===== src/design/sssp_ram.sv =====
// generic single write port ram with one registered read port
`timescale 1ns / 1ps

module sssp_ram #(
  parameter int WIDTH = 8,
  parameter int DEPTH = 16,
  parameter int AW    = (DEPTH > 1) ? $clog2(DEPTH) : 1
) (
  input  logic             clk,
  input  logic             wr_en,
  input  logic [AW-1:0]    wr_addr,
  input  logic [WIDTH-1:0] wr_data,
  input  logic [AW-1:0]    rd_addr,
  output logic [WIDTH-1:0] rd_data
);

  logic [WIDTH-1:0] mem [DEPTH];

  // write and registered read
  always_ff @(posedge clk) begin
    if (wr_en) begin
      mem[wr_addr] <= wr_data;
    end
    rd_data <= mem[rd_addr];
  end

endmodule


===== config.mk =====
export PLATFORM = sky130hd
export DESIGN_NAME = sssp_ram
export DESIGN_NICKNAME = d
export VERILOG_FILES = /design/src/design/sssp_ram.sv
export SDC_FILE = /design/constraint.sdc
export NUM_CORES = 1
export LEC_CHECK = 0
export BUFFER_PORTS_ARGS = -buffer_cell sky130_fd_sc_hd__buf_2
export CORE_MARGIN = 8
export CORE_UTILIZATION = 65
export DETAILED_ROUTE_END_ITERATION = 12
export GPL_ROUTABILITY_DRIVEN = 0
export PLACE_DENSITY = 0.95
export SKIP_CTS_REPAIR_TIMING = 1
export SLEW_MARGIN = 0
export SYNTH_ARGS = -nofsm -noshare
export SYNTH_HDL_FRONTEND = slang
export SYNTH_SLANG_ARGS = --single-unit

===== constraint.sdc =====
create_clock -name clk -period 3.05 [get_ports clk]
set_input_delay 0.1525 -clock clk [delete_from_list [all_inputs] [get_ports clk]]
set_output_delay 0.1525 -clock clk [all_outputs]
set_load 0.05 [all_outputs]

## After elaboration in Yosys (flattened, before gate mapping)

Memory sizes are Yosys's and may differ from the RTL's. A register that Yosys moved wholly into a read port is not among the register bits.
Cells that the tools add are included.

- Logic and storage cells: 3
- Input bits: 18
- Memories kept: 1
- Bits in writable memories: 128
- Flip-flop bits (word level): 0

- Mux-type cells: 2

Memories:

| memory | words | width | read ports | clocked after memory_dff | write ports | line | source |
|---|---|---|---|---|---|---|---|
| mem | 16 | 8 | 1 | 1 | 1 | 17 | `logic [WIDTH-1:0] mem [DEPTH];` |

Operator list:

| kind | number |
|---|---|
| $mux W1 | 2 |

## Depth between registers and ports, before layout

- Word-level depth: 2
- Depth in mapped cells: 5
- Gate-level depth less buffers: 3

## Worst setup path after synthesis

OpenSTA, ideal clock, no wires.

- Path kind: input port to flip-flop
- From: input port wr_addr[2]
- To: memory mem[0][0], enable pin
- Data required time: 2,667 ps
- Path buffers: 0
- Arrival: 1,262 ps
- Stages on the path: 2
- Setup slack: 1,405 ps
- Cell sequence: or3b_2 > nor3_1

RTL lines:

| element | line | source |
|---|---|---|
| from (decl) | 11 | `input logic [AW-1:0] wr_addr,` |
| to (decl) | 17 |  |

Straight into the memory's write port.

==> flow_summary_export.csv <==
group,metric,value,unit
placement,dp_hpwl,5830,um
timing,finalSetupViolations,0,
cts,cts_root_buffer,"clkbuf_8",
hold_path,min_path_type,"in2reg",
timing,post-route-period-util,47.6,%
routing,viasPerCell,6.47,
cells_and_area,drive_above_1_share,28.7,%
floorplan,core-area,7690,sq um
global_routing,grt_first_pass_wirelength,15500,um
worst_setup_path,cp.arrival,1.85,ns
logic_synthesis,synth_top_area_share,74.7,%
floorplan,core.rowCount,32,
worst_setup_path,critPathSlowestCell,"mux4_1",
pwr,leakage,2.05,nW
global_routing,grt_busiest_layer,"met2",
cells_and_area,num_antenna_cells,0,
logic_synthesis,syn_area,5150,sq um
logic_synthesis,yosysTopAreaCell,"edfxtp_1",
timing,hold_viol_final,0,
timing,drv_slew,0,
logic_synthesis,ys_seq_area_share,77.8,%
timing,finClkSkew,0.0109,ns
worst_setup_path,cp-start-kind,"register",
floorplan,die_h,105,um
pwr,internal_power,3.72,mW
logic_synthesis,yosysMostFrequentCell,"edfxtp_1",
routing,dr.pass1.iters,5,
cells_and_area,syn2layout_area_growth,17.2,%
pwr,p_per_area,766,nW/um^2
logic_synthesis,ys_ff_latch,136,
timing,period_minus_slack,1.45,ns
global_routing,grtUsageMet1,24.7,%
logic_synthesis,synthCells,229,
cells_and_area,layout.cells.non_filler,384,
placement,dpl.cell_count,352,
timing,rsz0062_at_grt,"no",
cells_and_area,finish.utilization,78.5,%
logic_synthesis,syn-mean-instance-area,22.5,sq um
logic_synthesis,yosysWarnings,0,
logic_synthesis,async_reset_ff_share,0,%
global_routing,grt_use_met2,31.0,%
global_routing,use_met3,5.53,%
logic_synthesis,synth.top_cells.by_count,"edfxtp_1, mux4_2, a22oi_1",
global_routing,track_usage,19.6,%
worst_setup_path,required,3.44,ns
cts,htreeDepth,4,
worst_setup_path,cp-end-kind,"register",
cts,clk_pin_slew,0.06,ns
pwr,p_clk_share,49.5,%
outcome,status,"finished clean",
worst_setup_path,slowest_delay,0.53,ns
routing,wl_per_cell,26.7,um
pwr,combinationalPowerShare,5.0,%
pwr,vdd_drop_max,670,uV
timing,slew_headroom,39.9,%
cts,clk_latency,0.51,ns
routing,via_count,2484,
timing,fin_setup_tns,0,ns
cts,cts_buffers,17,
cts,clockBufferDepth,2,
floorplan,initial_utilization,67.0,%
global_routing,grt_overflow,0,
routing,drtIter0Drc,204,
worst_setup_path,worst-path-buf-inv,0,
global_routing,grt_max_degree,33,
cts,cts.sinks,136,
pwr,switching_share,19.5,%
logic_synthesis,synth-main-ff-cell,"edfxtp_1",
timing,worstMarginPinSlew,0.898,ns
placement,numPortBuffers,25,
pwr,p_sw,899,uW
logic_synthesis,synth.top_cells.by_area,"edfxtp_1, mux4_2, mux4_1, dfxtp_1, a22oi_1",
worst_setup_path,path_cells,"mux4_1, a22oi_1, nand2_1",
timing,fmax,689,MHz
logic_synthesis,synth_cell_type_count,19,
worst_setup_path,critical_path.max_fanout,1,
floorplan,die_area,11000,sq um
job,max_cap_violations,0,
cts,cts_tree,"done",
cells_and_area,fin_nets,287,
logic_synthesis,synth-edff-count,128,
global_routing,grt_pass1_vias,2635,
worst_setup_path,cpLargestDelayFamily,"multiplexers",
routing,drc,0,
routing,routed_wl,10300,um
routing,antenna_left,0,
pwr,pwr-share-seq,45.5,%
logic_synthesis,synth_nets,247,
global_routing,antenna_found_initial,0,
floorplan,die_x,105,um
floorplan,io_pins,26,
worst_setup_path,path_class,"reg2reg",
routing by layer:
metal  up-vias  part of all wire [%]
met2       155                    51
met3        15                   8.0
met5         -                     0
li1       1063                     -
met1      1251                    40
met4         0                   1.6
sequential cells by signal (all words and copies together), names as in the netlist:
| name | flops |
|---|---|
| mem | 128 |
| rd_data | 8 |
worst reg2reg max path: cells and delay by family (launching register included):
family,cells,cell delay (ns)
mux,1,0.53
flops,1,0.37
compound gates,1,0.33
simple gates,1,0.10
metrics by stage:
stage	total power, mW	instance area (sq um)	worst slack, ns	hold WS, ns
after CTS	4.64	6030	1.60	0.0151
after global placement	2.35	5360	1.27	0.541
final	4.62	6030	1.60	0.0339
after global routing	4.74	6030	1.51	0.0263
after detailed placement	2.36	5360	1.28	0.553
after floorplan	2.29	5150	1.40	0.251
placed cells by master (no fill, tap or decap), drive strengths merged:
| cell | count |
|---|---|
| a22oi | 16 |
| and2 | 1 |
| and2b | 1 |
| buf | 31 |
| bufinv | 6 |
| clkbuf | 20 |
| clkinv | 4 |
| clkinvlp | 1 |
| dfxtp | 8 |
| edfxtp | 128 |
| inv | 1 |
| mux4 | 32 |
| nand2 | 9 |
| nand2b | 2 |
| nand3 | 1 |
| nand3b | 2 |
| nor2 | 13 |
| nor2b | 1 |
| nor3 | 4 |
| or3b | 1 |
power groups by stage:
| stage | registers, mW | logic, mW | clock network, mW |
|---|---|---|---|
| finish | 2.10 | 0.229 | 2.29 |
| global route | 2.10 | 0.243 | 2.40 |
| CTS | 2.10 | 0.229 | 2.31 |
| detailed placement | 2.14 | 0.224 | 0 |
| global placement | 2.14 | 0.217 | 0 |
| floorplan | 2.18 | 0.106 | 0 |
cells by family (layout without fill, tap and decap cells):
| logic type | Yosys count | in the layout | share of synthesized area [%] |
|---|---|---|---|
| and+or+nand+nor | 35 | 35 | 3.18 |
| buffers and inverters | 10 | 63 | 1.68 |
| muxes | 32 | 32 | 15.0 |
| DFF | 136 | 136 | 77.8 |
| AOI/OAI and AO/OA | 16 | 16 | 2.33 |
final cells by class:
cell class / count / area (sq um)
fillers: 373 / 1650
repair buffers: 31 / 170
clock buffers: 20 / 455
flip-flops and latches: 136 / 4000
clock inverters: 12 / 219
multi-input cells: 83 / 1060
well taps: 102 / 128
path summary, 6_finish.rpt:
| path | startpoint | end | slack, ns | cells after the start |
|---|---|---|---|---|
| hold / removal | wr_data[7] | mem[14][7]$_DFFE_PP_ | 0.03 | 1 |
| hold reg to reg | mem[13][0]$_DFFE_PP_ | rd_data[0]$_DFF_P_ | 0.69 | 3 |
| setup / recovery | mem[1][3]$_DFFE_PP_ | rd_data[3]$_DFF_P_ | 1.60 | 3 |
| setup reg to reg | mem[1][3]$_DFFE_PP_ | rd_data[3]$_DFF_P_ | 1.60 | 3 |
Power figures use the tool's default switching activity.
